### src/hw/rtl/ntwa_pkg.sv
package ntwa_pkg;

    localparam int MAX_NEIGHBORS = 16;
    localparam int IDX_W         = $clog2(MAX_NEIGHBORS);
    localparam int CNT_W         = $clog2(MAX_NEIGHBORS + 1);

    // result field widths
    localparam int COUNT_FW   = 5;
    localparam int SLOT_FW    = 4;
    localparam int EVICTED_FW = 5;

    localparam logic OP_RECEIVE = 1'b0;
    localparam logic OP_AGE     = 1'b1;

    typedef struct packed {
        logic [7:0]  neighbors;
        logic [15:0] distance;
        logic [31:0] stamp;
        logic [7:0]  id;
    } ntwa_entry_t;

    typedef struct packed {
        logic             we;
        logic [IDX_W-1:0] waddr;
        ntwa_entry_t      wdata;
        logic [IDX_W-1:0] raddr;
    } ntwa_store_req_t;

    typedef enum logic [2:0] {
        ST_IDLE,
        ST_SCAN,
        ST_AGE_RD,
        ST_AGE_CHK,
        ST_MOVE_RD,
        ST_MOVE_WR,
        ST_DONE
    } ntwa_state_t;

endpackage

### src/hw/rtl/ntwa_store.sv
module ntwa_store (
    input  logic                     aclk,
    input  ntwa_pkg::ntwa_store_req_t req,
    output ntwa_pkg::ntwa_entry_t     rd_data
);

    ntwa_pkg::ntwa_entry_t mem [ntwa_pkg::MAX_NEIGHBORS];
    ntwa_pkg::ntwa_entry_t rd_data_reg;

    // one write port, one registered read port
    always_ff @(posedge aclk) begin
        if (req.we) begin
            mem[req.waddr] <= req.wdata;
        end
        rd_data_reg <= mem[req.raddr];
    end

    assign rd_data = rd_data_reg;

endmodule

### src/hw/rtl/neighbor_table_with_aging_unit.sv
// channel   dir  handshake          tdata / tuser
// s_        in   s_tvalid/s_tready  tdata: now, sender_id, distance, sender_neighbors; tuser: op
// m_        out  m_tvalid/m_tready  tdata: table_count, slot, hit, evicted
// cfg_      in   cfg_wr_en          cfg_wr_data: age_timeout
//
// receive word: one entry read per cycle from the store
// age word: a read and a check per entry checked, plus a move read and write per entry evicted
// the single read port of the entry store paces both kinds of word
// reset clears the entry count and loads a timeout of 32; entry contents are not cleared
// a finished result sits in the output register; a new word is taken meanwhile, and
// only the hand-over of its own result waits on m_tready
module neighbor_table_with_aging_unit (
    input  logic        aclk,
    input  logic        aresetn,
    // input words
    input  logic        s_tvalid,
    output logic        s_tready,
    input  logic [63:0] s_tdata,   // now[31:0], sender_id[39:32], distance[55:40],
                                   // sender_neighbors[63:56]
    input  logic [0:0]  s_tuser,   // op[0]
    // result words
    output logic        m_tvalid,
    input  logic        m_tready,
    output logic [15:0] m_tdata,   // table_count[4:0], slot[8:5], hit[9], evicted[14:10],
                                   // zero[15]
    // configuration
    input  logic        cfg_wr_en,
    input  logic [15:0] cfg_wr_data
);

    localparam int IW = ntwa_pkg::IDX_W;
    localparam int CW = ntwa_pkg::CNT_W;

    ntwa_pkg::ntwa_state_t state_reg, state_next;

    // latched input word
    logic [31:0] now_reg, now_next;
    logic [7:0]  sid_reg, sid_next;
    logic [15:0] dist_reg, dist_next;
    logic [7:0]  nbrs_reg, nbrs_next;

    logic [CW-1:0] count_reg, count_next;     // valid entries
    logic [CW-1:0] idx_reg, idx_next;         // scan index / sweep position
    logic          pend_reg, pend_next;       // a read is in flight during the scan
    logic [IW-1:0] pidx_reg, pidx_next;       // index of that read
    logic [CW-1:0] evict_reg, evict_next;
    logic [IW-1:0] slot_reg, slot_next;
    logic          hit_reg, hit_next;
    logic [15:0]   timeout_reg;

    logic          m_tvalid_reg, m_tvalid_next;
    logic [15:0]   m_tdata_reg, m_tdata_next;

    ntwa_pkg::ntwa_store_req_t req;
    ntwa_pkg::ntwa_entry_t     rd;
    logic [31:0]               age;

    ntwa_store u_store (
        .aclk    (aclk),
        .req     (req),
        .rd_data (rd)
    );

    assign age = now_reg - rd.stamp;   // wraps modulo 2^32

    always_ff @(posedge aclk) begin
        if (!aresetn) begin
            state_reg    <= ntwa_pkg::ST_IDLE;
            count_reg    <= '0;
            pend_reg     <= 1'b0;
            m_tvalid_reg <= 1'b0;
            timeout_reg  <= 16'd32;
        end else begin
            state_reg    <= state_next;
            count_reg    <= count_next;
            pend_reg     <= pend_next;
            m_tvalid_reg <= m_tvalid_next;
            if (cfg_wr_en) begin
                timeout_reg <= cfg_wr_data;
            end
        end
    end

    always_ff @(posedge aclk) begin
        now_reg     <= now_next;
        sid_reg     <= sid_next;
        dist_reg    <= dist_next;
        nbrs_reg    <= nbrs_next;
        idx_reg     <= idx_next;
        pidx_reg    <= pidx_next;
        evict_reg   <= evict_next;
        slot_reg    <= slot_next;
        hit_reg     <= hit_next;
        m_tdata_reg <= m_tdata_next;
    end

    always_comb begin
        state_next    = state_reg;
        now_next      = now_reg;
        sid_next      = sid_reg;
        dist_next     = dist_reg;
        nbrs_next     = nbrs_reg;
        count_next    = count_reg;
        idx_next      = idx_reg;
        pend_next     = pend_reg;
        pidx_next     = pidx_reg;
        evict_next    = evict_reg;
        slot_next     = slot_reg;
        hit_next      = hit_reg;
        m_tdata_next  = m_tdata_reg;
        m_tvalid_next = m_tvalid_reg && !m_tready;
        s_tready      = 1'b0;

        req.we              = 1'b0;
        req.waddr           = '0;
        req.wdata.id        = sid_reg;
        req.wdata.stamp     = now_reg;
        req.wdata.distance  = dist_reg;
        req.wdata.neighbors = nbrs_reg;
        req.raddr           = '0;

        unique case (state_reg)
            ntwa_pkg::ST_IDLE: begin
                s_tready = 1'b1;
                if (s_tvalid) begin
                    now_next   = s_tdata[31:0];
                    sid_next   = s_tdata[39:32];
                    dist_next  = s_tdata[55:40];
                    nbrs_next  = s_tdata[63:56];
                    evict_next = '0;
                    slot_next  = '0;
                    hit_next   = 1'b0;
                    pend_next  = 1'b0;
                    if (s_tuser[0] == ntwa_pkg::OP_AGE) begin
                        idx_next   = count_reg;
                        state_next = ntwa_pkg::ST_AGE_RD;
                    end else begin
                        idx_next   = '0;
                        state_next = ntwa_pkg::ST_SCAN;
                    end
                end
            end

            // one read issued per cycle, the previous one compared
            ntwa_pkg::ST_SCAN: begin
                priority if (pend_reg && rd.id == sid_reg) begin
                    hit_next   = 1'b1;
                    slot_next  = pidx_reg;
                    req.we     = 1'b1;
                    req.waddr  = pidx_reg;
                    pend_next  = 1'b0;
                    state_next = ntwa_pkg::ST_DONE;
                end else if (idx_reg == count_reg) begin
                    pend_next = 1'b0;
                    if (count_reg < CW'(ntwa_pkg::MAX_NEIGHBORS)) begin
                        slot_next  = idx_reg[IW-1:0];
                        req.waddr  = idx_reg[IW-1:0];
                        count_next = count_reg + 1'b1;
                    end else begin
                        // full table: last entry is overwritten
                        slot_next = IW'(ntwa_pkg::MAX_NEIGHBORS - 1);
                        req.waddr = IW'(ntwa_pkg::MAX_NEIGHBORS - 1);
                    end
                    req.we     = 1'b1;
                    state_next = ntwa_pkg::ST_DONE;
                end else begin
                    req.raddr = idx_reg[IW-1:0];
                    pend_next = 1'b1;
                    pidx_next = idx_reg[IW-1:0];
                    idx_next  = idx_reg + 1'b1;
                end
            end

            // sweep from the top entry down
            ntwa_pkg::ST_AGE_RD: begin
                if (idx_reg == '0) begin
                    state_next = ntwa_pkg::ST_DONE;
                end else begin
                    req.raddr  = IW'(idx_reg - 1'b1);
                    idx_next   = idx_reg - 1'b1;
                    state_next = ntwa_pkg::ST_AGE_CHK;
                end
            end

            ntwa_pkg::ST_AGE_CHK: begin
                if (age > {16'd0, timeout_reg}) begin
                    state_next = ntwa_pkg::ST_MOVE_RD;
                end else begin
                    state_next = ntwa_pkg::ST_AGE_RD;
                end
            end

            // fetch the last entry to fill the hole
            ntwa_pkg::ST_MOVE_RD: begin
                req.raddr  = IW'(count_reg - 1'b1);
                state_next = ntwa_pkg::ST_MOVE_WR;
            end

            ntwa_pkg::ST_MOVE_WR: begin
                req.we     = 1'b1;
                req.waddr  = idx_reg[IW-1:0];
                req.wdata  = rd;
                count_next = count_reg - 1'b1;
                evict_next = evict_reg + 1'b1;
                state_next = ntwa_pkg::ST_AGE_RD;
            end

            ntwa_pkg::ST_DONE: begin
                if (!m_tvalid_reg || m_tready) begin
                    m_tvalid_next = 1'b1;
                    m_tdata_next  = {1'b0,
                                     ntwa_pkg::EVICTED_FW'(evict_reg),
                                     hit_reg,
                                     ntwa_pkg::SLOT_FW'(slot_reg),
                                     ntwa_pkg::COUNT_FW'(count_reg)};
                    state_next    = ntwa_pkg::ST_IDLE;
                end
            end

            default: begin
                state_next = ntwa_pkg::ST_IDLE;
            end
        endcase
    end

    assign m_tvalid = m_tvalid_reg;
    assign m_tdata  = m_tdata_reg;

    // table never holds more than its depth
    a_count_range: assert property (@(posedge aclk) disable iff (!aresetn)
        count_reg <= CW'(ntwa_pkg::MAX_NEIGHBORS))
        else $error("entry count beyond table depth");

    // a move into a hole always drops the count by one
    a_move_drops_count: assert property (@(posedge aclk) disable iff (!aresetn)
        state_reg == ntwa_pkg::ST_MOVE_WR |=> count_reg == $past(count_reg) - 1'b1)
        else $error("eviction did not shrink the table");

    // a result never reports both a hit and evictions
    a_hit_no_evict: assert property (@(posedge aclk) disable iff (!aresetn)
        m_tvalid && m_tdata[9] |-> m_tdata[14:10] == '0)
        else $error("hit and eviction in one result");

    // a taken word closes the input right after the accept
    a_busy_after_accept: assert property (@(posedge aclk) disable iff (!aresetn)
        s_tvalid && s_tready |=> !s_tready)
        else $error("input reopened right after accept");

endmodule
### config.mk
export PLATFORM = sky130hd
export DESIGN_NAME = neighbor_table_with_aging_unit
export DESIGN_NICKNAME = d
export VERILOG_FILES = /design/src/hw/rtl/ntwa_pkg.sv /design/src/hw/rtl/ntwa_store.sv /design/src/hw/rtl/neighbor_table_with_aging_unit.sv
export SDC_FILE = /design/constraint.sdc
export NUM_CORES = 1
export LEC_CHECK = 0
export BUFFER_PORTS_ARGS = -buffer_cell sky130_fd_sc_hd__buf_2
export CORE_AREA = 2 2 402 404
export DETAILED_ROUTE_END_ITERATION = 8
export DIE_AREA = 0 0 404 406
export GPL_TIMING_DRIVEN = 1
export PLACE_DENSITY = 0.43
export SLEW_MARGIN = 0
export SYNTH_ARGS = -nofsm -noshare
export SYNTH_HDL_FRONTEND = slang
export SYNTH_HIERARCHICAL = 1
export SYNTH_SLANG_ARGS = --single-unit
### constraint.sdc
create_clock -name aclk -period 7.4 [get_ports aclk]
set_clock_uncertainty 0.05 [all_clocks]
set_input_delay 1.11 -clock aclk [delete_from_list [all_inputs] [get_ports aclk]]
set_output_delay 1.11 -clock aclk [all_outputs]
set_load 0.01 [all_outputs]
* Word-level counts from Yosys, hierarchy flattened
Memories as Yosys holds them, arrays and structs flattened. A register that Yosys moved wholly into a read port is not among the register bits.
Cells that the tools add are included.
** Operators by class
- $add $sub $neg :: 6
- Reductions and logical operators :: 21
- Equality and inequality tests :: 17
- Bitwise gates (word level) :: 2
- Mux-type cells :: 44
- Order comparisons :: 2
** Operators by type and width (count)
- $mux W64 :: 1
- $mux W5 :: 11
- $gt A32 B16 Y1 :: 1
- $sub A32 B32 Y32 :: 1
- $pmux W5 S2 :: 3
- $mux W4 :: 7
- $pmux W3 S7 :: 1
- $mux W3 :: 6
- $ne A2 B2 Y1 const B :: 8
- $add A5 B1 Y5 const B :: 3
- $pmux W5 S3 :: 1
- $pmux W4 S3 :: 1
- $reduce_and A3 Y1 :: 4
- $sub A5 B1 Y5 const B :: 2
- $eq A3 B3 Y1 const B :: 3
- $mux W1 :: 9
- $eq A8 B8 Y1 :: 1
- $pmux W4 S2 :: 1
- $reduce_and A2 Y1 :: 4
- $eq A3 B2 Y1 const B :: 2
- $reduce_bool A2 Y1 :: 3
- $eq A5 B5 Y1 :: 1
- $logic_not A5 Y1 :: 1
- $lt A5 B5 Y1 const B :: 1
- other kinds (12) :: 16
** Word-level totals
- Bits in writable memories :: 1024
- Input port bits :: 86
- Word-level logic and storage cells :: 108
- Memories kept :: 1
- Bits in registers :: 124
- Output and inout port bits :: 18
** Memories
- u_store.mem :: words 16, width 64, rd ports 1, clocked after Yosys merged registers in 1, write ports 1, line ntwa_store.sv:7 : ntwa_pkg::ntwa_entry_t mem [ntwa_pkg::MAX_NEIGHBORS];

* Logic depth before layout (Yosys ltp)
- Depth after elaboration :: 7
- Mapped depth :: 20

* Cells and area by module
The synthesis kept the hierarchy.
** Modules (own cells, without submodules)
- ntwa_store :: cells an instance 1647, sequential area each 32030.7 um^2, area an instance 39581.7 um^2, instances 1
- neighbor_table_with_aging_unit :: cells an instance 829, sequential area each 3463.3 um^2, area an instance 7952.6 um^2, instances 1

* Worst setup path before layout
Ideal clock, no wire load.
- Path kind :: register -> register
- Start point :: reg sid_reg[7]
- End point :: mem u_store/mem[0][0] (netlist bit), enable pin
- Arrival :: 6.587 ns
- Data required time :: 6.785 ns
- Path slack :: 0.198 ns
- Clock period less this slack :: 7.202 ns
- Cell stages (with the launch flop) :: 10
- Cell sequence :: edfxtp_1 -> xnor2_1 -> nand3_1 -> nor3_1 -> clkbuf_1 -> o21ai_0 -> nand2_1 -> o21ai_0 -> or3b_2 -> nor3_1
** RTL lines
- start: declaration :: line neighbor_table_with_aging_unit.sv:38 : logic [7:0] sid_reg, sid_next;
- start signal: assignment :: line neighbor_table_with_aging_unit.sv:86 : sid_reg <= sid_next;
- end: declaration :: line ntwa_store.sv:7

==> flow_summary.ini <==
[outcome]
outcome = finished clean

[cts]
cts_buffer_depth = 3
cts_sinks = 780
h-tree-depth = 3
cts.repair.resized = 0
cts_buffers = 89
postCtsSetupBuffers = 0
clkSlewWorstSetupHoldPaths_ps = 60
hold_buffers = 0
tritoncts = built
worstSkewPairLatency_ps = 670
cts_root_buf = clkbuf_16

[sta]
min_period_ps = 5080
worst_pin_slew_ps = 1310
timing.fmax_mhz = 197
setup_tns_ps = 0
hold_violations = 0
timing.slew.headroom_pct = 11.9
slew_violations = 0
rsz0062_at_grt = no
setup_viol = 0
fin_crit_sh_pct = 68.7

[global_routing]
grt_pass1_wl_um = 124000
grt_pass1_vias = 17500
grt_usage_pct = 10.4
overflow = 0
antenna_found_initial = 12
grt_max_degree = 105

[floorplan]
rows = 147
pin_count = 104
die_area_um2 = 164000
die_h_um = 406
fp.dieW_um = 404
core_um2 = 160000
start_util_pct = 19.9

[layout]
syn_to_final_growth_pct = 19.1
n_fill_cell = 16400
final_common_cell = edfxtp_1
final_cell_mix = 714 x edfxtp_1, 160 x mux4_2, 125 x nand2_1, 91 x clkbuf_16, 82 x a22oi_1
largest_reg_flops = 640
nets = 2086
drive_above_1_share_pct = 23.4

[logic_synthesis]
synthesis.nets = 1970
avgSynthCellArea_um2 = 17.4
syn-cell-area_um2 = 31800
synth_cells = 1831
yosysWarnings = 6

[critical_path]
crit_fanout = 24
ff2ff_path_depth = 10
worstPathRequired_ps = 7630
end_kind = flip-flop
start_kind = flip-flop
worstSetupPathType = flip-flop to flip-flop
arrival_ps = 5320

[drt]
vias_per_cell = 4.16
wl_per_cell_um = 20.9
drc = 0
vias = 17100
antenna_left = 0
first_pass_iters = 5
finalWirelength_um = 86000
drt_iter0_drc = 1690

[power_and_ir_drop]
ir_drop_uv = 473
total_power_uw = 16200
p_leak_uw = 0.0121
powerDensity_nw_per_um2 = 427

[placement]
gp_congestion = 0.830
dp_hpwl_um = 48900
portBuffers = 78

[hold_path]
hp-class = flip-flop to flip-flop
hold_depth = 0

[job]
drv_cap = 0
==> worst max-delay path: stages, from the launching register on <==
cell and delay [ps]:
dfxtp_1 550, nor2b_1 530, nand2b_1 350, inv_2 250, nand2_1 180, o21ai_0 400, nand2_1 100, o21ai_0 360
nand2_1 460, nor2_4 820, buf_4 600
==> through the flow <==
stage	instances	hold WS, ps	setup WS, ps	area [µm²]	utilization [%]
global placement	3940	365	2280	34900	21.9
CTS	4109	373	2230	37900	23.7
detailed placement	3941	359	2270	34900	21.9
global route	4111	372	1890	37900	23.7
finish	4111	369	2320	37900	23.7
floorplan	1831	350	1880	31800	-
==> worst paths after layout <==
kind / endpoint / start / slack (ps)
setup / recovery: u_store/mem[15][27] / state_reg[0] / 2320
hold / removal: m_tdata[5] / slot_reg[0] / 370
setup reg to reg: u_store/mem[15][27] / state_reg[0] / 2320
hold reg to reg: m_tdata[5] / slot_reg[0] / 370
==> report_power, final <==
group	switching, µW	total (µW)	internal, µW
sequential	215	5700	5480
clock	1780	4450	2670
combinational	3560	6040	2490
total	5550	16200	10600
==> layer usage <==
layer  vias up  part of all wire, %  global-route usage [%]
li1       7515                    -                       -
met1      8954                   46                    14.4
met2       506                   47                    16.9
met3       118                  5.6                    1.87
met4         6                  2.0                    2.72
met5         -                0.040                       0
==> cell type report <==
class                           instances  area [µm²]  share of cell area [%]
Antenna cell                            1        2.50                 0.00660
Clock buffer                          121        2480                    6.54
Clock inverter                         47         513                    1.35
Inverter                               59         221                   0.584
Multi-Input combinational cell        885        8480                    22.4
Sequential cell                       780       22800                    60.1
Tap cell                             2086        2610                    6.89
Timing Repair Buffer                  132         818                    2.16
Note: power is estimated with default switching activity, not from simulation.
